### config.mk
export PLATFORM = sky130hd
export DESIGN_NAME = edge_run_ratio_pattern_scanner_top
export DESIGN_NICKNAME = d
export VERILOG_FILES = /design/src/hdl/erps_pkg.sv /design/src/hdl/erps_ratio.sv /design/src/hdl/erps_dp.sv /design/src/hdl/erps_ctrl.sv /design/src/hdl/edge_run_ratio_pattern_scanner_top.sv
export VERILOG_INCLUDE_DIRS = /design/src /design/src/hdl
export SDC_FILE = /design/constraint.sdc
export NUM_CORES = 2
export LEC_CHECK = 0
export BUFFER_PORTS_ARGS = -buffer_cell sky130_fd_sc_hd__buf_4
export CORE_MARGIN = 2
export CORE_UTILIZATION = 44
export CTS_CLUSTER_DIAMETER = 200
export DETAILED_ROUTE_END_ITERATION = 10
export PLACE_DENSITY_LB_ADDON = 0.3
export SYNTH_ARGS = -nofsm -noshare
export SYNTH_HDL_FRONTEND = slang
export SYNTH_SLANG_ARGS = --single-unit
export TNS_END_PERCENT = 30
### constraint.sdc
create_clock -name clk -period 9.71 [get_ports clk]
set_clock_uncertainty 0.2 [all_clocks]
set_input_delay 0 -clock clk [delete_from_list [all_inputs] [get_ports clk]]
set_output_delay 0 -clock clk [all_outputs]
set_load 0.01 [all_outputs]
### src/hdl/edge_run_ratio_pattern_scanner_top_defines.svh
// Assertion macros for the edge-run ratio pattern scanner.
// Used by the top level; expects clk and rst_n in scope.
`ifndef EDGE_RUN_RATIO_PATTERN_SCANNER_TOP_DEFINES_SVH
`define EDGE_RUN_RATIO_PATTERN_SCANNER_TOP_DEFINES_SVH

// same-cycle implication, disabled in reset
`define ERPS_ASSERT_SAME(lbl, ante, cons, msg) \
  lbl: assert property (@(posedge clk) disable iff (!rst_n) (ante) |-> (cons)) \
    else $error(msg);

// next-cycle implication, disabled in reset
`define ERPS_ASSERT_NEXT(lbl, ante, cons, msg) \
  lbl: assert property (@(posedge clk) disable iff (!rst_n) (ante) |=> (cons)) \
    else $error(msg);

`endif

### src/hdl/erps_pkg.sv
// Shared constants and controller/datapath interface types for the
// edge-run ratio pattern scanner. No dependencies.
package erps_pkg;

  localparam int LINE_LENGTH = 4096;
  localparam int WIN_DEPTH   = 10;
  localparam int NUM_RATIO   = 8;

  localparam int VAL_W   = 8;
  localparam int POS_W   = 12;
  localparam int LINE_W  = 12;
  localparam int GAP_W   = 13;
  localparam int HIT_W   = 15;
  localparam int LIM_W   = 7;
  localparam int PAT_W   = 32;
  localparam int FILL_W  = 4;
  localparam int IDX_W   = 3;
  localparam int CFG_AW  = 2;
  localparam int CFG_DW  = 32;
  localparam int IN_DW   = 32;
  localparam int OUT_DW  = 32;

  localparam logic [VAL_W-1:0] THR_RST = 8'd200;
  localparam logic [LIM_W-1:0] LIM_RST = 7'd40;
  localparam logic [PAT_W-1:0] PAT_RST = 32'h3112_2326;

  localparam logic [CFG_AW-1:0] CFG_EDGE_THRESHOLD = 2'd0;
  localparam logic [CFG_AW-1:0] CFG_ERROR_LIMIT    = 2'd1;
  localparam logic [CFG_AW-1:0] CFG_RATIO_PATTERN  = 2'd2;

  typedef struct packed {
    logic             accept;
    logic             setup;
    logic             issue;
    logic [IDX_W-1:0] idx;
    logic             rev;
    logic             load_out;
  } erps_cmd_t;

  typedef struct packed {
    logic full;
    logic ok;
  } erps_stat_t;

endpackage

### src/hdl/erps_ratio.sv
// Shared ratio-test unit: two-stage pipeline, one ratio per cycle.
// Depends on erps_pkg.
module erps_ratio (
  input  logic                              clk,
  input  logic                              rst_n,
  input  logic                              setup,
  input  logic signed [erps_pkg::GAP_W-1:0] base_in,
  input  logic        [erps_pkg::LIM_W-1:0] lim,
  input  logic                              issue,
  input  logic        [3:0]                 ratio,
  input  logic signed [erps_pkg::GAP_W-1:0] gap,
  output logic                              ok
);

  logic signed [12:0] base_r;
  logic        [20:0] lim1b_r;
  logic signed [16:0] prod_r;
  logic        [24:0] rhs_r;
  logic signed [12:0] p_r;
  logic               v1_r;
  logic               ok_r;

  logic        [12:0] babs;
  logic        [7:0]  lim1;
  logic        [20:0] lim1b_nxt;
  logic signed [16:0] prod_nxt;
  logic        [24:0] rhs_nxt;
  logic        [17:0] diff;
  logic        [17:0] dabs;
  logic        [24:0] d100;
  logic               pass;

  assign babs      = base_in[12] ? 13'(-base_in) : 13'(base_in);
  assign lim1      = {1'b0, lim} + 8'd1;
  assign lim1b_nxt = {13'b0, lim1} * {8'b0, babs};

  assign prod_nxt = $signed({13'b0, ratio}) * $signed({{4{base_r[12]}}, base_r});
  assign rhs_nxt  = {21'b0, ratio} * {4'b0, lim1b_r};

  assign diff = {prod_r[16], prod_r} - {{5{p_r[12]}}, p_r};
  assign dabs = diff[17] ? 18'(-diff) : diff;
  assign d100 = {7'b0, dabs} * 25'd100;
  assign pass = d100 < rhs_r;

  always_ff @(posedge clk) begin
    if (setup) begin
      base_r  <= base_in;
      lim1b_r <= lim1b_nxt;
    end
    prod_r <= prod_nxt;
    rhs_r  <= rhs_nxt;
    p_r    <= gap;
  end

  always_ff @(posedge clk) begin
    if (!rst_n) begin
      v1_r <= 1'b0;
      ok_r <= 1'b0;
    end else begin
      v1_r <= issue;
      if (setup) begin
        ok_r <= 1'b1;
      end else if (v1_r) begin
        ok_r <= ok_r & pass;
      end
    end
  end

  assign ok = ok_r;

endmodule

### src/hdl/erps_dp.sv
// Datapath: config registers, gap/position windows, base and hit arithmetic,
// output payload register. Depends on erps_pkg and erps_ratio.
module erps_dp (
  input  logic                             clk,
  input  logic                             rst_n,
  input  logic                             cfg_we,
  input  logic [erps_pkg::CFG_AW-1:0]      cfg_addr,
  input  logic [erps_pkg::CFG_DW-1:0]      cfg_wdata,
  input  logic [erps_pkg::IN_DW-1:0]       in_tdata,
  input  erps_pkg::erps_cmd_t              cmd,
  output erps_pkg::erps_stat_t             st,
  output logic [erps_pkg::OUT_DW-1:0]      out_tdata,
  output logic                             out_tuser
);

  logic [erps_pkg::VAL_W-1:0] thr_r;
  logic [erps_pkg::LIM_W-1:0] lim_r;
  logic [erps_pkg::PAT_W-1:0] pat_r;

  logic signed [erps_pkg::GAP_W-1:0] gap_win_r  [erps_pkg::WIN_DEPTH];
  logic        [erps_pkg::POS_W-1:0] epos_win_r [erps_pkg::WIN_DEPTH];
  logic signed [erps_pkg::GAP_W-1:0] prev_edge_r;
  logic signed [erps_pkg::GAP_W-1:0] prev_old_r;
  logic        [erps_pkg::FILL_W-1:0] fill_r;
  logic        [erps_pkg::LINE_W-1:0] line_r;

  logic                               side_r;
  logic        [erps_pkg::LINE_W-1:0] line_out_r;
  logic        [erps_pkg::HIT_W-1:0]  hit_r;

  logic [erps_pkg::VAL_W-1:0]  edge_value;
  logic [erps_pkg::POS_W-1:0]  pos;
  logic [erps_pkg::LINE_W-1:0] line;

  logic                               new_line;
  logic signed [erps_pkg::GAP_W-1:0]  prev_eff;
  logic        [erps_pkg::FILL_W-1:0] fill_eff;
  logic                               is_edge;
  logic        [13:0]                 gap_wide;
  logic signed [erps_pkg::GAP_W-1:0]  gap;
  logic                               shift;

  logic signed [erps_pkg::GAP_W-1:0] s_a;
  logic signed [erps_pkg::GAP_W-1:0] s_b;
  logic        [13:0]                sum;
  logic        [13:0]                sum_adj;
  logic signed [erps_pkg::GAP_W-1:0] base;

  logic [erps_pkg::IDX_W-1:0]        nib_idx;
  logic [3:0]                        ratio;
  logic signed [erps_pkg::GAP_W-1:0] p_sel;
  logic                              ok;

  logic [erps_pkg::HIT_W-1:0] hit_fwd;
  logic [erps_pkg::HIT_W-1:0] hit_rev;

  assign edge_value = in_tdata[7:0];
  assign pos        = in_tdata[19:8];
  assign line       = in_tdata[31:20];

  // config
  always_ff @(posedge clk) begin
    if (!rst_n) begin
      thr_r <= erps_pkg::THR_RST;
      lim_r <= erps_pkg::LIM_RST;
      pat_r <= erps_pkg::PAT_RST;
    end else if (cfg_we) begin
      unique case (cfg_addr)
        erps_pkg::CFG_EDGE_THRESHOLD: thr_r <= cfg_wdata[erps_pkg::VAL_W-1:0];
        erps_pkg::CFG_ERROR_LIMIT:    lim_r <= cfg_wdata[erps_pkg::LIM_W-1:0];
        erps_pkg::CFG_RATIO_PATTERN:  pat_r <= cfg_wdata[erps_pkg::PAT_W-1:0];
        default: ;
      endcase
    end
  end

  // edge detect and window push
  assign new_line = (pos == '0);
  assign prev_eff = new_line ? -13'sd1 : prev_edge_r;
  assign fill_eff = new_line ? '0 : fill_r;
  assign is_edge  = ({1'b0, pos} < 13'(erps_pkg::LINE_LENGTH)) && (edge_value > thr_r);
  assign gap_wide = {2'b00, pos} - {prev_eff[12], prev_eff};
  assign gap      = gap_wide[12:0];
  assign shift    = (fill_eff >= 4'(erps_pkg::WIN_DEPTH));

  assign st.full = is_edge && (fill_eff >= 4'(erps_pkg::WIN_DEPTH - 1));
  assign st.ok   = ok;

  always_ff @(posedge clk) begin
    if (!rst_n) begin
      fill_r      <= '0;
      prev_edge_r <= -13'sd1;
    end else if (cmd.accept) begin
      if (is_edge) begin
        fill_r      <= shift ? 4'(erps_pkg::WIN_DEPTH) : fill_eff + 4'd1;
        prev_edge_r <= $signed({1'b0, pos});
      end else if (new_line) begin
        fill_r      <= '0;
        prev_edge_r <= -13'sd1;
      end
    end
  end

  always_ff @(posedge clk) begin
    if (cmd.accept && is_edge) begin
      for (int i = 0; i < erps_pkg::WIN_DEPTH - 1; i++) begin
        if (shift) begin
          gap_win_r[i]  <= gap_win_r[i+1];
          epos_win_r[i] <= epos_win_r[i+1];
        end else if (fill_eff == 4'(i)) begin
          gap_win_r[i]  <= gap;
          epos_win_r[i] <= pos;
        end
      end
      if (shift || fill_eff == 4'(erps_pkg::WIN_DEPTH - 1)) begin
        gap_win_r[erps_pkg::WIN_DEPTH-1]  <= gap;
        epos_win_r[erps_pkg::WIN_DEPTH-1] <= pos;
      end
      prev_old_r <= prev_eff;
      line_r     <= line;
    end
  end

  // base = (g6 + g7) / 2 forward, (g2 + g3) / 2 reversed, toward zero
  assign s_a     = cmd.rev ? gap_win_r[2] : gap_win_r[6];
  assign s_b     = cmd.rev ? gap_win_r[3] : gap_win_r[7];
  assign sum     = {s_a[12], s_a} + {s_b[12], s_b};
  assign sum_adj = sum + {13'b0, sum[13]};
  assign base    = sum_adj[13:1];

  assign nib_idx = cmd.rev ? ~cmd.idx : cmd.idx;
  assign ratio   = pat_r[{nib_idx, 2'b00} +: 4];
  assign p_sel   = gap_win_r[4'(cmd.idx) + 4'd1];

  erps_ratio u_ratio (
    .clk     (clk),
    .rst_n   (rst_n),
    .setup   (cmd.setup),
    .base_in (base),
    .lim     (lim_r),
    .issue   (cmd.issue),
    .ratio   (ratio),
    .gap     (p_sel),
    .ok      (ok)
  );

  // hit positions, wrapped to 15 bits
  assign hit_fwd = {{2{prev_old_r[12]}}, prev_old_r}
                 + {{2{gap_win_r[6][12]}}, gap_win_r[6]}
                 + {{2{gap_win_r[7][12]}}, gap_win_r[7]}
                 - 15'd2;
  assign hit_rev = {3'b000, epos_win_r[0]}
                 - {{2{gap_win_r[2][12]}}, gap_win_r[2]}
                 - {{2{gap_win_r[3][12]}}, gap_win_r[3]}
                 + 15'd2;

  always_ff @(posedge clk) begin
    if (cmd.load_out) begin
      side_r     <= cmd.rev;
      line_out_r <= line_r;
      hit_r      <= cmd.rev ? hit_rev : hit_fwd;
    end
  end

  assign out_tdata = {5'b00000, hit_r, line_out_r};
  assign out_tuser = side_r;

endmodule

### src/hdl/erps_ctrl.sv
// Controller: sequences window check passes and owns handshake state.
// Depends on erps_pkg.
module erps_ctrl (
  input  logic                 clk,
  input  logic                 rst_n,
  input  logic                 in_tvalid,
  output logic                 in_tready,
  output logic                 out_tvalid,
  input  logic                 out_tready,
  input  erps_pkg::erps_stat_t st,
  output erps_pkg::erps_cmd_t  cmd
);

  typedef enum logic [2:0] {
    ST_IDLE,
    ST_SETUP,
    ST_RUN,
    ST_DRAIN,
    ST_EVAL,
    ST_EMIT
  } state_t;

  state_t                     state_r;
  logic                       rev_r;
  logic [erps_pkg::IDX_W-1:0] idx_r;
  logic                       out_tvalid_r;

  logic accept;
  logic load_out;

  assign in_tready = (state_r == ST_IDLE);
  assign accept    = in_tvalid && in_tready;
  assign load_out  = (state_r == ST_EMIT) && (!out_tvalid_r || out_tready);

  assign cmd.accept   = accept;
  assign cmd.setup    = (state_r == ST_SETUP);
  assign cmd.issue    = (state_r == ST_RUN);
  assign cmd.idx      = idx_r;
  assign cmd.rev      = rev_r;
  assign cmd.load_out = load_out;

  assign out_tvalid = out_tvalid_r;

  always_ff @(posedge clk) begin
    if (!rst_n) begin
      state_r      <= ST_IDLE;
      rev_r        <= 1'b0;
      idx_r        <= '0;
      out_tvalid_r <= 1'b0;
    end else begin
      if (load_out) begin
        out_tvalid_r <= 1'b1;
      end else if (out_tready) begin
        out_tvalid_r <= 1'b0;
      end
      unique case (state_r)
        ST_IDLE: begin
          if (accept && st.full) begin
            rev_r   <= 1'b0;
            state_r <= ST_SETUP;
          end
        end
        ST_SETUP: begin
          idx_r   <= '0;
          state_r <= ST_RUN;
        end
        ST_RUN: begin
          idx_r <= idx_r + 3'd1;
          if (idx_r == 3'(erps_pkg::NUM_RATIO - 1)) begin
            state_r <= ST_DRAIN;
          end
        end
        ST_DRAIN: begin
          state_r <= ST_EVAL;
        end
        ST_EVAL: begin
          if (st.ok) begin
            state_r <= ST_EMIT;
          end else if (!rev_r) begin
            rev_r   <= 1'b1;
            state_r <= ST_SETUP;
          end else begin
            state_r <= ST_IDLE;
          end
        end
        ST_EMIT: begin
          if (load_out) begin
            state_r <= ST_IDLE;
          end
        end
        default: state_r <= ST_IDLE;
      endcase
    end
  end

endmodule

### src/hdl/edge_run_ratio_pattern_scanner_top.sv
// Edge-run ratio pattern scanner, top level. An item that does not fill the
// ten-deep edge window leaves in_tready high. An edge that fills it starts
// the window check: each orientation (forward, then reversed if forward
// fails) steps through base set-up, eight ratios through the one shared
// two-stage multiply/compare unit, drain and evaluate; a passing check then
// loads a hit into the output register. Such an item holds in_tready low
// until the check ends, longer while an earlier result still waits in the
// output register. A waiting result does not stop the next item from being
// taken. Depends on erps_pkg, erps_ctrl, erps_dp and the defines header.
`include "edge_run_ratio_pattern_scanner_top_defines.svh"

module edge_run_ratio_pattern_scanner_top (
  input  logic                        clk,
  input  logic                        rst_n,
  input  logic                        cfg_we,
  input  logic [erps_pkg::CFG_AW-1:0] cfg_addr,
  input  logic [erps_pkg::CFG_DW-1:0] cfg_wdata,
  input  logic                        in_tvalid,
  output logic                        in_tready,
  // edge_value [7:0], pos [19:8], line [31:20]
  input  logic [erps_pkg::IN_DW-1:0]  in_tdata,
  output logic                        out_tvalid,
  input  logic                        out_tready,
  // line_index [11:0], hit_pos [26:12], zeros above
  output logic [erps_pkg::OUT_DW-1:0] out_tdata,
  // side [0]
  output logic                        out_tuser
);

  erps_pkg::erps_cmd_t  cmd;
  erps_pkg::erps_stat_t st;
  logic                 in_acc;

  assign in_acc = in_tvalid && in_tready;

  erps_ctrl u_ctrl (
    .clk        (clk),
    .rst_n      (rst_n),
    .in_tvalid  (in_tvalid),
    .in_tready  (in_tready),
    .out_tvalid (out_tvalid),
    .out_tready (out_tready),
    .st         (st),
    .cmd        (cmd)
  );

  erps_dp u_dp (
    .clk       (clk),
    .rst_n     (rst_n),
    .cfg_we    (cfg_we),
    .cfg_addr  (cfg_addr),
    .cfg_wdata (cfg_wdata),
    .in_tdata  (in_tdata),
    .cmd       (cmd),
    .st        (st),
    .out_tdata (out_tdata),
    .out_tuser (out_tuser)
  );

  `ERPS_ASSERT_NEXT(a_fill_starts_check, in_acc && st.full, !in_tready, "check not started")
  `ERPS_ASSERT_NEXT(a_plain_item_ready, in_acc && !st.full, in_tready, "plain item blocked")
  `ERPS_ASSERT_SAME(a_load_returns_idle, $rose(out_tvalid), in_tready, "result not from idle")

endmodule

==> out/metrics.yaml <==
outcome:
  outcome: "finished clean"
timing:
  finalSetupViolations: 0
  setup_tns_ns: 0
  maxSlewViolCount: 0
  rsz0062_at_grt: "no"
  finalHoldViolCount: 0
  tightest_slew_ns: 1.244
  timing.slew.headroom_pct: 17.09
  fin_crit_sh_pct: 92.23
  fmax_ghz: 0.1117
  finalCriticalPeriod_ns: 8.956
route:
  viasPerCell: 5.256
  wl_um: 82430
  drt-pass1-iter-count: 6
  vias: 24070
  drt_iter0_drc: 1484
  wl_per_cell_um: 18.00
  antenna_left: 0
  drc_errors: 0
hold_path:
  hold_path_end: "u_dp.epos_win_r[4][13]"
  hold_depth: 2
  min_path_type: "input pin to flip-flop"
  hp-start: "in_tdata[9]"
setup_path:
  path_max_fanout: 29
  cp.required_ns: 9.97
  regToRegSetupSlack_ns: 0.75
  cpPeakStageDelay_ns: 0.62
  r2r_cells: 30
  reg2reg_to: "u_dp.u_ratio.lim1b_r[17]"
  reg2reg_from: "u_ctrl.rev_r"
  endpoint_kind: "flip-flop"
  cp_slowest_cell: "or4b_2"
  path_class: "flip-flop to flip-flop"
  crit_top_cell: "inv_1"
  cp.arrival_ns: 9.21
  critPathLaunchType: "flip-flop"
placed_design:
  dpl_cell_area_um2: 36260
  gp_congestion: 0.8559
  dp_hpwl_um: 59140
  io_buffer_count: 100
cells_and_area:
  layout-drive-gt1-share_pct: 14.64
  diodes: 0
  finalInstanceArea_um2: 39170
  utilization_pct: 50.65
  fill_cells: 7008
  layout-area-overhead-vs-synth_pct: 14.00
  fin_nets: 4042
floorplanning:
  die_y_um: 283.5
  start_util_pct: 44.43
  ioPinCount: 106
  dieArea_um2: 80350
  die_x_um: 283.5
  core-area_um2: 77340
  row_count: 102
yosys:
  synth_xor_area_share_pct: 5.338
  ys_seq_elements: 466
  synth_edf_count: 337
  synth.avg_cell_area_um2: 10.43
  synth_compound_area_share_pct: 8.954
  yosys.cell_count.top_type: "inv_1"
  synthCells: 3295
  yosys.area.top_type_share_pct: 29.45
  ys_top_cells_by_count: "inv_1 (411), edfxtp_1 (337), nand2_1 (334)"
  seq_area_frac_synth_pct: 36.97
  yosys-top-cells-area: "edfxtp_1 (29%), ha_1 (12%), fa_1 (8.7%)"
  ys.flop_type: "edfxtp_1"
  ys_warn_count: 0
  muxShareOfSynthArea_pct: 9.617
  synth_cell_types: 102
  synth_top_family_by_area: "adder cells"
  yosys.area_share.simple_pct: 12.76
  synth_area_um2: 34360
  async_flop_share_pct: 0
  synth-adder-area-share_pct: 20.46
  yosysTopAreaCell: "edfxtp_1"
clock_network:
  cts_made_buffers: 49
  cts-root-buf: "clkbuf_16"
  cts_tree: "yes"
  clock_latency_ns: 0.62
  path_clk_slew_ns: 0.06
  clockBufferDepth: 3
  cts-htree-levels: 2
  clock-sinks: 466
  postCtsSetupBuffers: 0
global_route:
  gr-usage-all-layers_pct: 20.66
  grt_pass1_wl_um: 132900
  gr-total-overflow: 0
  grt_max_degree: 76
  grt_antenna_before_repair: 0
  grt_pass1_vias: 24610
pwr:
  ir_drop_v: 0.0003720
  power.leakage_nw: 16.56
  power_density_nw_per_um2: 232.7
job:
  cap_violations: 0
power breakdown:
| part | switching, mW | internal (mW) |
|---|---|---|
| registers | 0.0248 | 2.19 |
| clock network | 0.834 | 1.06 |
| logic | 2.71 | 2.30 |
| total | 3.57 | 5.55 |
cells in the final DEF, fill, tap and decap left out, types with 51 or more instances in the layout:
cell / count
nand3_1: 52
xnor2_1: 122
dfxtp_1: 127
nand2_1: 331
fa_1: 150
buf_4: 131
o21ai_0: 112
nor2b_1: 70
mux2_2: 196
edfxtp_1: 337
ha_1: 322
nor2_1: 232
clkbuf_16: 51
xor2_1: 52
inv_1: 411
a21oi_1: 92
dlygate4sd3_1: 131
flip-flops by register name, summed over array words and instances (netlist names), 15 cells and up:
name                  flops
u_dp.epos_win_r         120
u_dp.gap_win_r          130
u_dp.hit_r               15
u_dp.pat_r               32
u_dp.u_ratio.lim1b_r     21
u_dp.u_ratio.prod_r      17
u_dp.u_ratio.rhs_r       25
stage by stage:
stage / power (mW) / setup slack, ns / hold WS [ns] / cells
after floorplan: 6.181 / 0.7743 / -0.1011 / 3299
after global placement: 7.164 / 0.6196 / -0.02162 / 4357
after detailed placement: 7.231 / 0.5608 / -0.02047 / 4357
after CTS: 9.197 / 0.5080 / 0.001720 / 4579
after global routing: 9.989 / 0.1252 / 0.03150 / 4579
final: 9.116 / 0.7543 / 0.02294 / 4579
what timing repair did:
| item | 4_1_cts | 5_1_grt |
|---|---|---|
| gates resized for setup | 0 | 2 |
| setup endpoints to repair | 0 | 1 |
| hold endpoints to repair | 207 | 0 |
| hold buffers | 131 | 0 |
logic make-up after synthesis:
group | after synthesis
buffers and inverters | 526
other | 1
DFF | 466
adders and majority gates | 472
xor gates and xnor gates | 191
AOI/OAI and AO/OA | 451
and+or+nand+nor | 926
muxes | 262
layout make-up:
| type | count | area, um2 | share of cell area (%) |
|---|---|---|---|
| inverter | 413 | 1550 | 3.957 |
| sequential | 466 | 12710 | 32.44 |
| timing repair buffer | 262 | 2295 | 5.858 |
| clock buffer | 74 | 1436 | 3.667 |
| multi-input combinational | 2307 | 19730 | 50.36 |
| clock inverter | 17 | 155.1 | 0.3961 |
| tap | 1040 | 1301 | 3.322 |
worst max path at each step:
| stage | from | to | slack (ns) |
|---|---|---|---|
| floorplan | u_ctrl.rev_r | u_dp.u_ratio.lim1b_r[17] | 0.77 |
| global placement | u_ctrl.rev_r | u_dp.u_ratio.lim1b_r[17] | 0.62 |
| detailed placement | u_ctrl.rev_r | u_dp.u_ratio.lim1b_r[17] | 0.56 |
| CTS | u_ctrl.rev_r | u_dp.u_ratio.lim1b_r[17] | 0.51 |
| global route | u_ctrl.rev_r | u_dp.u_ratio.lim1b_r[17] | 0.13 |
| finish | u_ctrl.rev_r | u_dp.u_ratio.lim1b_r[17] | 0.75 |
worst max-delay path, delay by kind of cell (launching register included):
| kind | cells | cell delay, ns |
|---|---|---|
| multiplexers | 1 | 0.38 |
| XOR/XNOR | 1 | 0.25 |
| flip-flops | 1 | 0.52 |
| buffers and inverters | 6 | 0.61 |
| AO/OA/AOI/OAI | 11 | 2.50 |
| adder cells (fa/ha/maj) | 6 | 2.70 |
| AND/OR/NAND/NOR | 5 | 1.61 |
routing by layer:
| metal | global-route usage (%) | vias to the layer above | part of all wire (%) | wire length (um) |
|---|---|---|---|---|
| li1 | - | 11700 | - | - |
| met1 | 26.27 | 11740 | 43 | 35620 |
| met2 | 37.00 | 496 | 50 | 41510 |
| met3 | 2.524 | 134 | 4.2 | 3425 |
| met4 | 5.529 | 0 | 2.3 | 1875 |
| met5 | 0 | - | 0 | 0 |
Power figures use the tool's default switching activity.
